### src/rtl/lsasc_pkg.sv
// Shared constants for the LED strip splat compositor.
package lsasc_pkg;

   localparam int MAX_LEDS = 512;

   localparam int CH_W = 8;
   localparam int PIX_W = 3 * CH_W;
   localparam int OP_W = 2;
   localparam int POS_W = 19;
   localparam int FRAC_W = 8;
   localparam int PIXEL_INDEX_W = 9;
   localparam int LED_COUNT_W = 10;
   localparam int CSR_INDEX_W = 4;
   localparam int CSR_DATA_W = 10;

   localparam int ADDR_W = (MAX_LEDS > 1) ? $clog2(MAX_LEDS) : 1;
   localparam int CNT_W = $clog2(MAX_LEDS + 1);
   // Whole part of the position plus one bit of headroom for the neighbour.
   localparam int PIDX_W = POS_W - FRAC_W + 1;
   localparam int CMP_W = ((CNT_W > PIDX_W) ? CNT_W : PIDX_W) + 1;

   localparam logic [OP_W-1:0] OP_CLEAR = 2'd0;
   localparam logic [OP_W-1:0] OP_SPLAT = 2'd1;
   localparam logic [OP_W-1:0] OP_READ = 2'd2;

   localparam logic [CSR_INDEX_W-1:0] REG_LED_COUNT = 4'd0;
   localparam logic [CSR_INDEX_W-1:0] REG_BRIGHTNESS = 4'd1;

   localparam logic [CH_W-1:0] CH_MAX = 8'd255;

endpackage

### src/rtl/lsasc_scale.sv
// Shared scaling unit: registered floor(a * b / 255) on 8-bit operands.
module lsasc_scale
   import lsasc_pkg::*;
(
   input  logic            clock,
   input  logic            en,
   input  logic [CH_W-1:0] a,
   input  logic [CH_W-1:0] b,
   output logic [CH_W-1:0] q
);

   logic [2*CH_W-1:0] prod;
   logic [2*CH_W:0]   sum;
   logic [CH_W-1:0]   q_ff;

   // Division by 255 as (p + p/256 + 1) / 256, exact for every 8 by 8 product.
   always_comb begin
      prod = a * b;
      sum = {1'b0, prod} + {{(CH_W+1){1'b0}}, prod[2*CH_W-1:CH_W]} + (2*CH_W+1)'(1);
   end

   always_ff @(posedge clock) begin
      if (en) begin
         q_ff <= sum[2*CH_W-1:CH_W];
      end
   end

   assign q = q_ff;

endmodule

### config.mk
export PLATFORM = sky130hd
export DESIGN_NAME = lsasc_scale
export DESIGN_NICKNAME = d
export VERILOG_FILES = /design/src/rtl/lsasc_pkg.sv /design/src/rtl/lsasc_scale.sv
export SDC_FILE = /design/constraint.sdc
export NUM_CORES = 1
export LEC_CHECK = 0
export BUFFER_PORTS_ARGS = -buffer_cell sky130_fd_sc_hd__buf_2
export CAP_MARGIN = 20
export CORE_UTILIZATION = 49
export DETAILED_ROUTE_END_ITERATION = 10
export MAX_ROUTING_LAYER = met4
export PLACE_DENSITY = 0.68
export SLEW_MARGIN = 20
export SYNTH_ARGS = -nofsm -noshare
export SYNTH_HDL_FRONTEND = slang
export SYNTH_SLANG_ARGS = --single-unit
### constraint.sdc
create_clock -name clock -period 7.7 [get_ports clock]
set_input_delay 1.54 -clock clock [delete_from_list [all_inputs] [get_ports clock]]
set_output_delay 1.54 -clock clock [all_outputs]
set_load 0.03 [all_outputs]
==> metrics, run 1 <==
Yosys cell types=45; Initial Util=0.513; Synth Area in XOR/XNOR=0.0766; register bit total from synthesis=8; Slew @ Worst Pin=461 ps; Slew Limit Headroom=0.690; Routed Antenna Nets=0; CTS clk-pin slew, worst paths=approximately 40 ps; Mapped Area=roughly 2800 µm²; mux contribution to synthesized area=0.00396; worst path arrival time=7200 ps; type of origin of the critical path=input pin; final RePlAce weighted congestion=roughly 0.85; Root Buffer=clkbuf_8; # clock sinks=8; TritonCTS clock tree=yes; synth warn=0; Final HPWL DP=roughly 4.6 mm; Design Area, Final=between 3000 and 4000 µm²; Cells after Synth=around 300; H-Tree Depth=1; Nets=~430; post-synthesis sequential area ratio=0.0845; Crit Path Class=in -> reg; CTS Buffer Depth=2; Net Count, Synth=404; path category of the worst min-delay check=in -> reg; worst-path fanout max=9; largest family of logic cells by synthesized area=adder cells; Leak=1.55 nW; first-pass GRT wire length=9.27 mm; DRC errors left=0; CORE AREA=around 5500 µm²; routed via count=2113; Synth Area in Compound Gates=0.101; WL final=5.22 mm; EDFF count, synth=8; Die W=78.2 µm; # resized after CTS=0; Synth Area in Simple Gates=0.214; largest net degree at the start of global routing=10; Syn-to-layout area delta=8.14%; share of the synthesized area in the top cell type=0.253; mean number of vias per cell=roughly 5.2; top post-synthesis cells by area=fa_1 25%, ha_1 18%, and2_1 12%; I/O Buffers=25; First-pass DRT Iterations=4; DR iter-0 viols=57; layout cells sized above 1=0.117; status=complete, no violations; TritonCTS buffer count=3; I/O Pins=26; Final setup viols=0; adder-cell share of the synthesized area=0.438; P per Cell Area=about 360 nW/µm²; GRT Util Overall=0.192; Hold Buf Count CTS=0; Critical Path RT=~7700 ps; grt total ovfl=0; diodes inserted=0; die height=78.2 µm; routed len/inst=approximately 13 µm; Largest register FFs=8; crit share post-route=0.941; vias in the first global route=2081; setup TNS=0 ps; crit end category=flop; floorplan row count=27; Hold Fails Final Rpt=0; VDD IR-drop max=~0.00027 V; fillers=around 530; Post-CTS Setup Bufs=0; ys flop type=edfxtp_1; fmax=0.138 GHz; post-place instance area=3030 µm²; die area=between 6000 and 7000 µm²; max cap viols=0; RSZ-0062 raised after global routing=no; Slew Limit Fails=0; Tmin final=7240 ps; initial antenna violation count=0; Synth area leader=fa_1; fraction of registers with async set/reset=0; Avg Cell Area, Syn=between 9 and 10 µm²
==> metrics by stage <==
stage,std cells,hold slack [ps],util,power (mW),worst slack [ps]
4_1_cts,406,1660,0.555,1.13,445
3_5_place_dp,403,1880,0.548,1.08,225
3_3_place_gp,403,1890,0.548,1.07,328
6_report,406,1660,0.555,1.12,456
2_1_floorplan,308,1650,-,0.912,875
5_1_grt,406,1670,0.555,1.24,105
==> final timing paths <==
kind	slack, ps	cells after the start	start	to
setup / recovery	460	24	a[0]	q[2]
hold / removal	1660	1	en	q[1]
==> kinds of logic after synthesis <==
logic type               Yosys count
buffers and inverters             57
flip-flops                         8
AO/OA/AOI/OAI                     37
AND/OR/NAND/NOR                  106
adder cells (fa/ha/maj)           78
XOR/XNOR                          21
multiplexers                       1
==> routing by layer <==
metal,GRT usage,wire length (µm),vias up,part of all wire
met3,0.0105,105,0,0.020
met2,0.334,2670,33,0.51
met1,0.258,2450,1023,0.47
met5,-,0,-,0
met4,0.0167,0,0,0
li1,-,-,1057,-
==> layout by cell type (no fill, tap or decap), types with 2 or more instances in the layout <==
| cell | count |
|---|---|
| nor2_1 | 10 |
| ha_1 | 42 |
| and2_1 | 55 |
| o21ai_0 | 2 |
| a21o_1 | 3 |
| nand2_1 | 16 |
| xnor2_2 | 2 |
| o21bai_1 | 2 |
| inv_1 | 55 |
| buf_2 | 25 |
| nor2b_1 | 2 |
| nand2b_1 | 3 |
| nor3_1 | 3 |
| a211oi_1 | 3 |
| xnor2_1 | 13 |
| fa_1 | 36 |
| a21oi_1 | 12 |
| clkbuf_8 | 3 |
| edfxtp_1 | 8 |
| xor2_1 | 5 |
| and3_1 | 2 |
| nand3_1 | 7 |
| nand4_1 | 3 |
==> cell usage after synthesis (2+ instances only) <==
cell type / number
o21ai_0: 2
a21o_1: 3
nand2b_1: 3
nand2_1: 16
nor2b_1: 2
ha_1: 42
nor3_1: 3
and3_1: 2
o21bai_1: 2
inv_1: 55
a211oi_1: 3
xor2_1: 5
fa_1: 36
edfxtp_1: 8
nand3_1: 7
a21oi_1: 12
nor2_1: 10
and2_1: 55
nand4_1: 3
xnor2_1: 13
xnor2_2: 2
==> where the power goes <==
group / switching [mW] / internal (mW)
Clock: 0.0131 / 0.0336
Sequential: 0.00367 / 0.0957
Combinational: 0.573 / 0.401
Total: 0.590 / 0.530
==> worst max-delay path, cell delays in order <==
cell and delay [ps]:
buf_2 170, nand2_1 100, fa_1 510, fa_1 540, inv_1 50, fa_1 520
inv_1 50, fa_1 530, inv_1 40, ha_1 340, a21oi_1 200, nand2_1 120
o21ai_1 210, nand2b_1 80, a21oi_1 170, xnor2_1 220, ha_1 310, a21o_1 180
a211oi_1 390, nand4_1 230, a41oi_1 380, o41ai_4 150, nand3_1 120, xnor2_1 70
==> layout make-up <==
type | count | area, µm² | share of cell area
tap | 72 | 90.1 | 0.0293
clock buffer | 3 | 41.3 | 0.0134
sequential | 8 | 240 | 0.0781
inverter | 55 | 206 | 0.0671
multi-input combinational | 243 | 2370 | 0.771
timing repair buffer | 25 | 125 | 0.0407
No activity file was read; power rests on OpenSTA's default activity.
==> run 2: changes to the inputs <==
- BUFFER_PORTS_ARGS: -buffer_cell sky130_fd_sc_hd__buf_2 -> not set
- CORE_MARGIN: not set -> 5
- DONT_BUFFER_PORTS: not set -> 1
- PLACE_DENSITY: 0.68 -> not set
- REMOVE_ABC_BUFFERS: not set -> 1
==> metrics, run 2 (synthesis gave the netlist of run 1 again) <==
status=complete, no violations; CORE AREA=about 5600 µm²; layout cells sized above 1=0.0453; crit share post-route=0.913; fmax=0.142 GHz; Nets=between 400 and 500; Worst Setup EP=q[2]; RSZ-0062 raised after global routing=no; Final setup viols=0; DRC errors left=0; grt total ovfl=0; TritonCTS clock tree=yes; crit end category=flop; die height=about 86 µm; routed len/inst=approximately 14 µm; routed via count=just over 2k; Slew Limit Fails=0; type of origin of the critical path=input pin; Post-CTS Setup Bufs=0; CTS clk-pin slew, worst paths=40 ps; Hold Buf Count CTS=0; initial antenna violation count=0; Slew Limit Headroom=0.693; Hold Fails Final Rpt=0; H-Tree Depth=1; TritonCTS buffer count=3; path category of the worst min-delay check=in -> reg; diodes inserted=0; Final HPWL DP=a little under 5 mm; commonest non-fill, non-tap cells in the layout=55 x and2_1, 55 x inv_1, 42 x ha_1; Initial Util=0.510; fillers=around 540; max cap viols=0; # clock sinks=8; Die W=roughly 86 µm; Slew @ Worst Pin=around 460 ps; CTS Buffer Depth=2; mean number of vias per cell=roughly 5.4; Critical Path Source=a[0]; I/O Pins=26; fin cells=around 380; # resized after CTS=0; First-pass DRT Iterations=4; Critical Path RT=approximately 7700 ps; worst path arrival time=around 7000 ps; Crit Path Class=in -> reg; vias in the first global route=1976; VDD IR-drop max=around 0.00024 V; first-pass GRT wire length=just over 9 mm; GRT Util Overall=0.158; Root Buffer=clkbuf_8; Tmin final=7030 ps; floorplan row count=27; Syn-to-layout area delta=3.74%; Leak=between 1 and 1.5 nW; final RePlAce weighted congestion=between 0.8 and 0.9; largest net degree at the start of global routing=10; setup TNS=0 ps; worst-path fanout max=9; Routed Antenna Nets=0; DR iter-0 viols=65; die area=roughly 7400 µm²; I/O Buffers=0; Largest register FFs=8; Placed Cells=~380; WL final=5.50 mm; P per Cell Area=between 300 and 400 nW/µm²
run 2: cell count changes in the layout (fill, tap and decap cells not counted), sizes merged:
cell	change
buf	-25
run 2: layout make-up:
class                      count  area (µm²)  area share
clock buffer                   3        41.3      0.0140
multi-input combinational    243        2370       0.804
tap                           72        90.1      0.0305
sequential                     8         240      0.0814
inverter                      55         206      0.0700
run 2: layer usage:
| metal | vias up | global-route usage | wire, µm | part of all wire |
|---|---|---|---|---|
| li1 | 1009 | - | - | - |
| met1 | 1018 | 0.220 | 2540 | 0.46 |
| met2 | 32 | 0.250 | 2760 | 0.50 |
| met3 | 4 | 0.0190 | 153 | 0.028 |
| met4 | 0 | 0.0326 | 55 | 0.010 |
| met5 | - | - | 0 | 0 |
run 2: worst min path at each step:
stage | start | end | slack (ps) | depth (start not counted)
final | en | q[4] | 1430 | 0
after CTS | en | q[4] | 1420 | 0
after floorplan | en | q[0] | 1650 | 0
after global placement | en | q[7] | 1650 | 0
after detailed placement | en | q[5] | 1650 | 0
after global routing | en | q[4] | 1420 | 0
run 2: per-stage QoR:
stage | util | instance area [µm²] | hold WS, ps | worst slack (ps) | total power [mW]
global route | 0.529 | 2950 | 1420 | 319 | 1.23
CTS | 0.529 | 2950 | 1420 | 649 | 1.11
detailed placement | 0.522 | 2910 | 1650 | 433 | 1.06
floorplan | - | 2820 | 1650 | 875 | 0.894
global placement | 0.522 | 2910 | 1650 | 509 | 1.05
finish | 0.529 | 2950 | 1430 | 672 | 1.10
run 2: power breakdown:
part,internal (mW),switching (mW),total (mW)
clock,0.0336,0.0134,0.0470
sequential,0.0981,0.0479,0.146
combinational,0.386,0.521,0.907
run 2: worst max-delay path, cell delays in order:
cell,delay [ps]
nand2_1,60
fa_1,500
fa_1,540
inv_1,60
fa_1,530
inv_1,50
fa_1,520
inv_1,40
ha_1,340
a21oi_1,190
nand2_1,110
o21ai_1,230
nand2b_1,80
a21oi_1,170
xnor2_1,200
ha_1,300
a21o_1,190
a211oi_1,390
nand4_1,240
a41oi_1,360
o41ai_4,150
nand3_1,120
xnor2_1,70
