### src/rtl/lsasc_ram.sv
// Generic single-write, single-read RAM with registered read data.
module lsasc_ram #(
   parameter int WIDTH = 8,
   parameter int DEPTH = 16
) (
   input  logic                     clock,
   input  logic                     wr_en,
   input  logic [$clog2(DEPTH)-1:0] wr_addr,
   input  logic [WIDTH-1:0]         wr_data,
   input  logic                     rd_en,
   input  logic [$clog2(DEPTH)-1:0] rd_addr,
   output logic [WIDTH-1:0]         rd_data
);

   logic [WIDTH-1:0] mem_ff [DEPTH];
   logic [WIDTH-1:0] rd_data_ff;

   always_ff @(posedge clock) begin
      if (wr_en) begin
         mem_ff[wr_addr] <= wr_data;
      end
      if (rd_en) begin
         rd_data_ff <= mem_ff[rd_addr];
      end
   end

   assign rd_data = rd_data_ff;

endmodule

### config.mk
export PLATFORM = sky130hd
export DESIGN_NAME = lsasc_ram
export DESIGN_NICKNAME = d
export VERILOG_FILES = /design/src/rtl/lsasc_ram.sv
export SDC_FILE = /design/constraint.sdc
export NUM_CORES = 1
export LEC_CHECK = 0
export BUFFER_PORTS_ARGS = -buffer_cell sky130_fd_sc_hd__buf_2
export CORE_ASPECT_RATIO = 1.2
export CORE_MARGIN = 4
export CORE_UTILIZATION = 35
export DETAILED_ROUTE_END_ITERATION = 16
export GPL_TIMING_DRIVEN = 0
export HOLD_SLACK_MARGIN = 0.02
export PLACE_DENSITY = 0.57
export SETUP_SLACK_MARGIN = 0.2
export SLEW_MARGIN = 20
export SYNTH_ARGS = -nofsm -noshare
export SYNTH_HDL_FRONTEND = slang
export SYNTH_SLANG_ARGS = --single-unit
### constraint.sdc
create_clock -name clock -period 2.3 [get_ports clock]
set_input_delay 0.46 -clock clock [delete_from_list [all_inputs] [get_ports clock]]
set_output_delay 0.46 -clock clock [all_outputs]
set_load 0.1 [all_outputs]
==> flow_metrics.env, run 1 <==
export IMPL_clock_root_buffer="clkbuf_16"
export IMPL_cts_hold_buf=0
export IMPL_cp_arrival_ns=1.76
export IMPL_via_per_inst=5.000
export IMPL_cap_violations=0
export IMPL_skew_ns=0.006048
export IMPL_layoutNonFillerInstCount=486
export IMPL_start_util_pct=35.97
export IMPL_tritoncts="built"
export IMPL_ir_worst_vdd_v=0.0003632
export IMPL_area_growth_syn_to_layout_pct=19.22
export IMPL_leakage_nw=2.044
export IMPL_pwr_share_clk_pct=46.7
export IMPL_path_class="in2reg"
export IMPL_insertion_delay_ns=0.41
export IMPL_place_congestion=0.7253
export IMPL_layout_common_cells="edfxtp_1, buf_2, mux4_2"
export IMPL_cp_depth=3
export IMPL_die_width_microns=119.6
export IMPL_relSlewSlack_pct=44.17
export IMPL_antenna_found_initial=0
export IMPL_fin_crit_sh_pct=75.44
export IMPL_avgSynthCellArea_sq_um=22.83
export IMPL_pwr_share_seq_pct=47.4
export IMPL_drc_errors=0
export IMPL_htree_levels=4
export IMPL_grt_max_degree=17
export IMPL_ioPinCount=27
export IMPL_gr_total_overflow=0
export IMPL_clock_path_buffers=2
export IMPL_synth_top_area_share_pct=78.12
export IMPL_fin_util_pct=42.88
export IMPL_slowest_stage="nor2_1"
export IMPL_cts_reportedPaths_clkPinSlew_ns=0.06
export IMPL_grt_setup_unrepaired="false"
export IMPL_r2r_start="mem_ff[2][1]"
export IMPL_holdWs_ns=0.3870
export IMPL_dp_cells=454
export IMPL_combinationalPowerShare_pct=6.0
export IMPL_cts_sinks=136
export IMPL_syn_nets=248
export IMPL_syn_instance_count=229
export IMPL_max_freq_ghz=0.5763
export IMPL_drive_gt1_share_pct=30.07
export IMPL_postCtsResizedCells=0
export IMPL_tightest_slew_ns=0.8343
export IMPL_rrSetupSlack_ns=0.66
export IMPL_numCtsBuffers=17
export IMPL_power_switching_share_pct=20.62
export IMPL_track_usage_pct=12.93
export IMPL_outcome="completed"
export IMPL_synth_area_sq_um=5228
export IMPL_worstSetupStartpoint="wr_addr[2]"
export IMPL_final_nets=292
export IMPL_dpl_hpwl_mm=6.690
export IMPL_cts_setup_buffers=0
export IMPL_io_buffers=25
export IMPL_p_sw_mw=1.221
export IMPL_crit_family="simple AND/OR/NAND/NOR gates"
export IMPL_powerDensity_nw_per_um2=950.1
export IMPL_synth_area_leader_cell="edfxtp_1"
export IMPL_grt_pass1_wl_mm=15.55
export IMPL_yosys_warnings=0
export IMPL_postRouteAntennaNets=0
export IMPL_hp_class="in2reg"
export IMPL_vias=2430
export IMPL_power_total_mw=5.921
export IMPL_post_route_min_period_ns=1.735
export IMPL_worstPathCellList="buf_2 -> or3b_2 -> nor2_1"
export IMPL_end_kind="flop"
export IMPL_rows=48
export IMPL_final_common_cell="edfxtp_1"
export IMPL_dieArea_sq_um=16960
export IMPL_routed_wl_mm=10.23
export IMPL_ys_ff_latch=136
export IMPL_internal_power_mw=4.700
export IMPL_reg2reg_depth=3
export IMPL_routedWlPerCell_microns=21.05
export IMPL_critPathRequiredTime_ns=2.33
export IMPL_path_max_fanout=8
export IMPL_rr_endpoint="rd_data[1]"
export IMPL_cp_buffers_inverters=1
export IMPL_cp_start_kind="input pin"
export IMPL_ys_seq_area_share_pct=78.12
export IMPL_grt_pass1_vias=2565
export IMPL_design_core_area_sq_um=14530
export IMPL_drt_iter0_drc=190
export IMPL_finalSetupViolCount=0
export IMPL_worstSetupEndpoint="mem_ff[1][4]"
export IMPL_die_y_microns=141.9
export IMPL_diodes=0
export IMPL_critical_path_max_stage_delay_ns=0.66
export IMPL_final_hold_viol_count=0
export IMPL_ys_types=18
export IMPL_synth_area_top_cells="edfxtp_1, mux4_2, mux4_1"
export IMPL_hold_depth=1
export IMPL_finalMaxSlewViolations=0
export IMPL_first_pass_iters=4
==> synth_stat cells (all sizes together) <==
master and instances:
clkdlybuf4s25 3, edfxtp 136, nand3 1, a22oi 16, nand2b 2, and2b 1
nand3b 2, or3b 1, buf 7, nor2b 1, and2 1, nor2 13
nand2 9, mux4 32, nor3 4
==> worst min-delay path by stage <==
stage | startpoint | endpoint
2_1_floorplan | wr_data[0] | mem_ff[0][0]
5_1_grt | rd_en | rd_data[6]
3_3_place_gp | mem_ff[15][1] | rd_data[1]
6_report | rd_en | rd_data[0]
3_5_place_dp | mem_ff[15][1] | rd_data[1]
4_1_cts | rd_en | rd_data[0]
==> cell type report <==
class | instances | area, sq um
buffer | 10 | 86.33
sequential | 136 | 4084
tap | 200 | 250.2
timing repair buffer | 25 | 125.1
multi-input combinational | 83 | 1077
clock inverter | 14 | 180.2
fill | 1297 | 8302
clock buffer | 18 | 429.2
==> worst register-to-register path: cells and delay by family, from the launching register on <==
| kind | cells | cell delay (ns) |
|---|---|---|
| mux | 1 | 0.54 |
| compound gates | 1 | 0.36 |
| simple gates | 1 | 0.12 |
| flops | 1 | 0.37 |
==> layer usage <==
layer	track usage (%)	vias up	share of wire (%)
li1	-	1069	-
met1	16.99	1290	43
met2	20.80	60	51
met3	3.270	11	4.4
met4	5.066	0	1.6
met5	0	-	0
==> logic make-up (layout without fill, tap and decap cells) <==
group / Yosys count / count (layout) / synth area share [%]
simple gates: 35 / 35 / 3.136
flops: 136 / 136 / 78.12
mux: 32 / 32 / 14.79
compound gates: 16 / 16 / 2.298
buf+inv: 10 / 67 / 1.651
==> sequential cells by signal, indices dropped and copies added, names as in the netlist <==
name and count:
mem_ff 128, rd_data 8
==> power groups by stage <==
stage / Combinational (mW) / Sequential (mW) / Clock, mW
6_report: 0.353 / 2.80 / 2.76
3_5_place_dp: 0.357 / 2.86 / 0
3_3_place_gp: 0.354 / 2.85 / 0
5_1_grt: 0.373 / 2.81 / 2.94
4_1_cts: 0.358 / 2.81 / 2.81
2_1_floorplan: 0.141 / 2.94 / 0
==> through the flow <==
step | TNS [ns] | cell area (sq um) | worst slack (ns)
global placement | -1.973 | 5603 | -0.2470
floorplan | 0 | 5228 | 0.3471
finish | 0 | 6232 | 0.5648
global route | 0 | 6232 | 0.4850
detailed placement | 0 | 5623 | 0.1099
CTS | 0 | 6232 | 0.5430
Power figures use the tool's default switching activity.
==> run 2, diff against run 1 <==
==> constraint.sdc (replaced) <==
create_clock -name clock -period 1.6 [get_ports clock]
set_input_delay 0.32 -clock clock [delete_from_list [all_inputs] [get_ports clock]]
set_output_delay 0.32 -clock clock [all_outputs]
set_load 0.1 [all_outputs]
==> flow_metrics.env, run 2 (synthesized netlist as in run 1, its figures left out) <==
export IMPL_outcome="completed"
export IMPL_numCtsBuffers=17
export IMPL_fin_util_pct=42.36
export IMPL_clock_root_buffer="clkbuf_16"
export IMPL_vias=2306
export IMPL_via_per_inst=4.804
export IMPL_antenna_found_initial=0
export IMPL_multi_input_area_sq_um=1081
export IMPL_top_register="mem_ff"
export IMPL_cts_sinks=136
export IMPL_seq_area_sq_um=4084
export IMPL_cts_reportedPaths_clkPinSlew_ns=0.05
export IMPL_top_layer="met4"
export IMPL_skew_ns=0.008227
export IMPL_cp_start_kind="flop"
export IMPL_finalMaxSlewViolations=0
export IMPL_cts_hold_buf=0
export IMPL_cap_violations=0
export IMPL_cts_setup_buffers=0
export IMPL_powerDensity_nw_per_um2=1257
export IMPL_max_freq_ghz=0.6869
export IMPL_htree_levels=4
export IMPL_final_common_cell="edfxtp_1"
export IMPL_start_util_pct=35.97
export IMPL_path_max_fanout=1
export IMPL_place_area_sq_um=5624
export IMPL_power_total_mw=7.741
export IMPL_worstPathCellList="mux4_2 -> a22oi_2 -> nand2_2"
export IMPL_crit_family="multiplexers"
export IMPL_path_class="reg2reg"
export IMPL_dpl_hpwl_mm=6.555
export IMPL_grt_max_degree=17
export IMPL_end_kind="flop"
export IMPL_tritoncts="built"
export IMPL_routedLengthMet1_mm=4.337
export IMPL_cp_buffers_inverters=0
export IMPL_grt_pass1_vias=2498
export IMPL_grt_pass1_wl_mm=15.59
export IMPL_layout_common_cells="edfxtp_1, mux4_2, buf_2"
export IMPL_fin_setup_tns_ns=0
export IMPL_die_y_microns=141.9
export IMPL_drt_iter0_drc=154
export IMPL_diodes=0
export IMPL_critical_path_max_stage_delay_ns=0.50
export IMPL_dp_cells=454
export IMPL_hp_class="in2reg"
export IMPL_leakage_nw=1.958
export IMPL_postRouteAntennaNets=0
export IMPL_routed_wl_mm=10.15
export IMPL_ioPinCount=27
export IMPL_critPathRequiredTime_ns=1.75
export IMPL_wl_met2_mm=5.385
export IMPL_layoutNonFillerInstCount=480
export IMPL_cp_arrival_ns=1.60
export IMPL_track_usage_pct=13.01
export IMPL_dieArea_sq_um=16960
export IMPL_largest_register_ff_count=128
export IMPL_final_nets=292
export IMPL_drive_gt1_share_pct=39.29
export IMPL_finalSetupViolCount=0
export IMPL_relSlewSlack_pct=44.62
export IMPL_place_congestion=0.7306
export IMPL_routedWlPerCell_microns=21.15
export IMPL_nFillCells=1284
export IMPL_io_buffers=25
export IMPL_post_route_min_period_ns=1.456
export IMPL_fin_crit_sh_pct=90.99
export IMPL_first_pass_iters=4
export IMPL_insertion_delay_ns=0.41
export IMPL_gr_total_overflow=0
export IMPL_slowest_stage="mux4_2"
export IMPL_route_met3_wl_microns=259
export IMPL_drc_errors=0
export IMPL_tightest_slew_ns=0.8276
export IMPL_area_growth_syn_to_layout_pct=17.78
export IMPL_final_area_sq_um=6157
export IMPL_final_hold_viol_count=0
export IMPL_design_core_area_sq_um=14530
export IMPL_clock_path_buffers=2
export IMPL_ir_worst_vdd_v=0.0008486
export IMPL_grt_setup_unrepaired="true"
export IMPL_rows=48
export IMPL_die_width_microns=119.6
## run 2: cell types whose count changed in the layout (fill, tap and decap cells not counted), moves of 3 or more
cell	delta
nor2_2	+10
clkinv_2	+3
clkinvlp_4	-3
buf_2	-8
buf_12	+3
buf_4	+5
a22oi_1	-4
nor2_1	-10
mux4_1	-14
bufinv_16	-4
mux4_2	+14
a22oi_2	+4
## run 2: path summary, 6_finish.rpt
path              slack, ns         end          start  cells past startpoint
setup reg to reg       0.14  rd_data[2]   mem_ff[3][2]                      3
hold reg to reg        0.75  rd_data[7]  mem_ff[14][7]                      3
setup / recovery       0.14  rd_data[2]   mem_ff[3][2]                      3
hold / removal         0.29  rd_data[2]          rd_en                      1
## run 2: routing by layer
metal,global-route usage [%],up-vias
met5,0,-
met2,21.90,46
li1,-,1050
met3,3.190,12
met1,16.46,1198
met4,4.704,0
## run 2: cell type report
class                           count  area share [%]
Tap cell                          200           4.064
Buffer                             10           1.951
Multi-Input combinational cell     83           17.56
Timing Repair Buffer               25           2.479
Clock buffer                       19           7.031
Clock inverter                      7          0.5893
Sequential cell                   136           66.33
## run 2: through the flow
step	setup slack (ns)	hold slack, ns
after global placement	-0.3105	0.6898
after floorplan	0.07960	0.4189
after detailed placement	-0.2927	0.6976
after global routing	0.1041	0.2753
final	0.1442	0.2853
after CTS	0.1181	0.2703
## run 2: repair_timing
item	4_1_cts	5_1_grt
gates resized for setup	14	9
pin swaps	2	1
endpoints found under the setup margin	14	72
## run 2: power breakdown
group          switching, mW  internal (mW)
registers             0.0214           4.02
logic                  0.350          0.186
clock network           1.27           1.90
total                   1.64           6.10
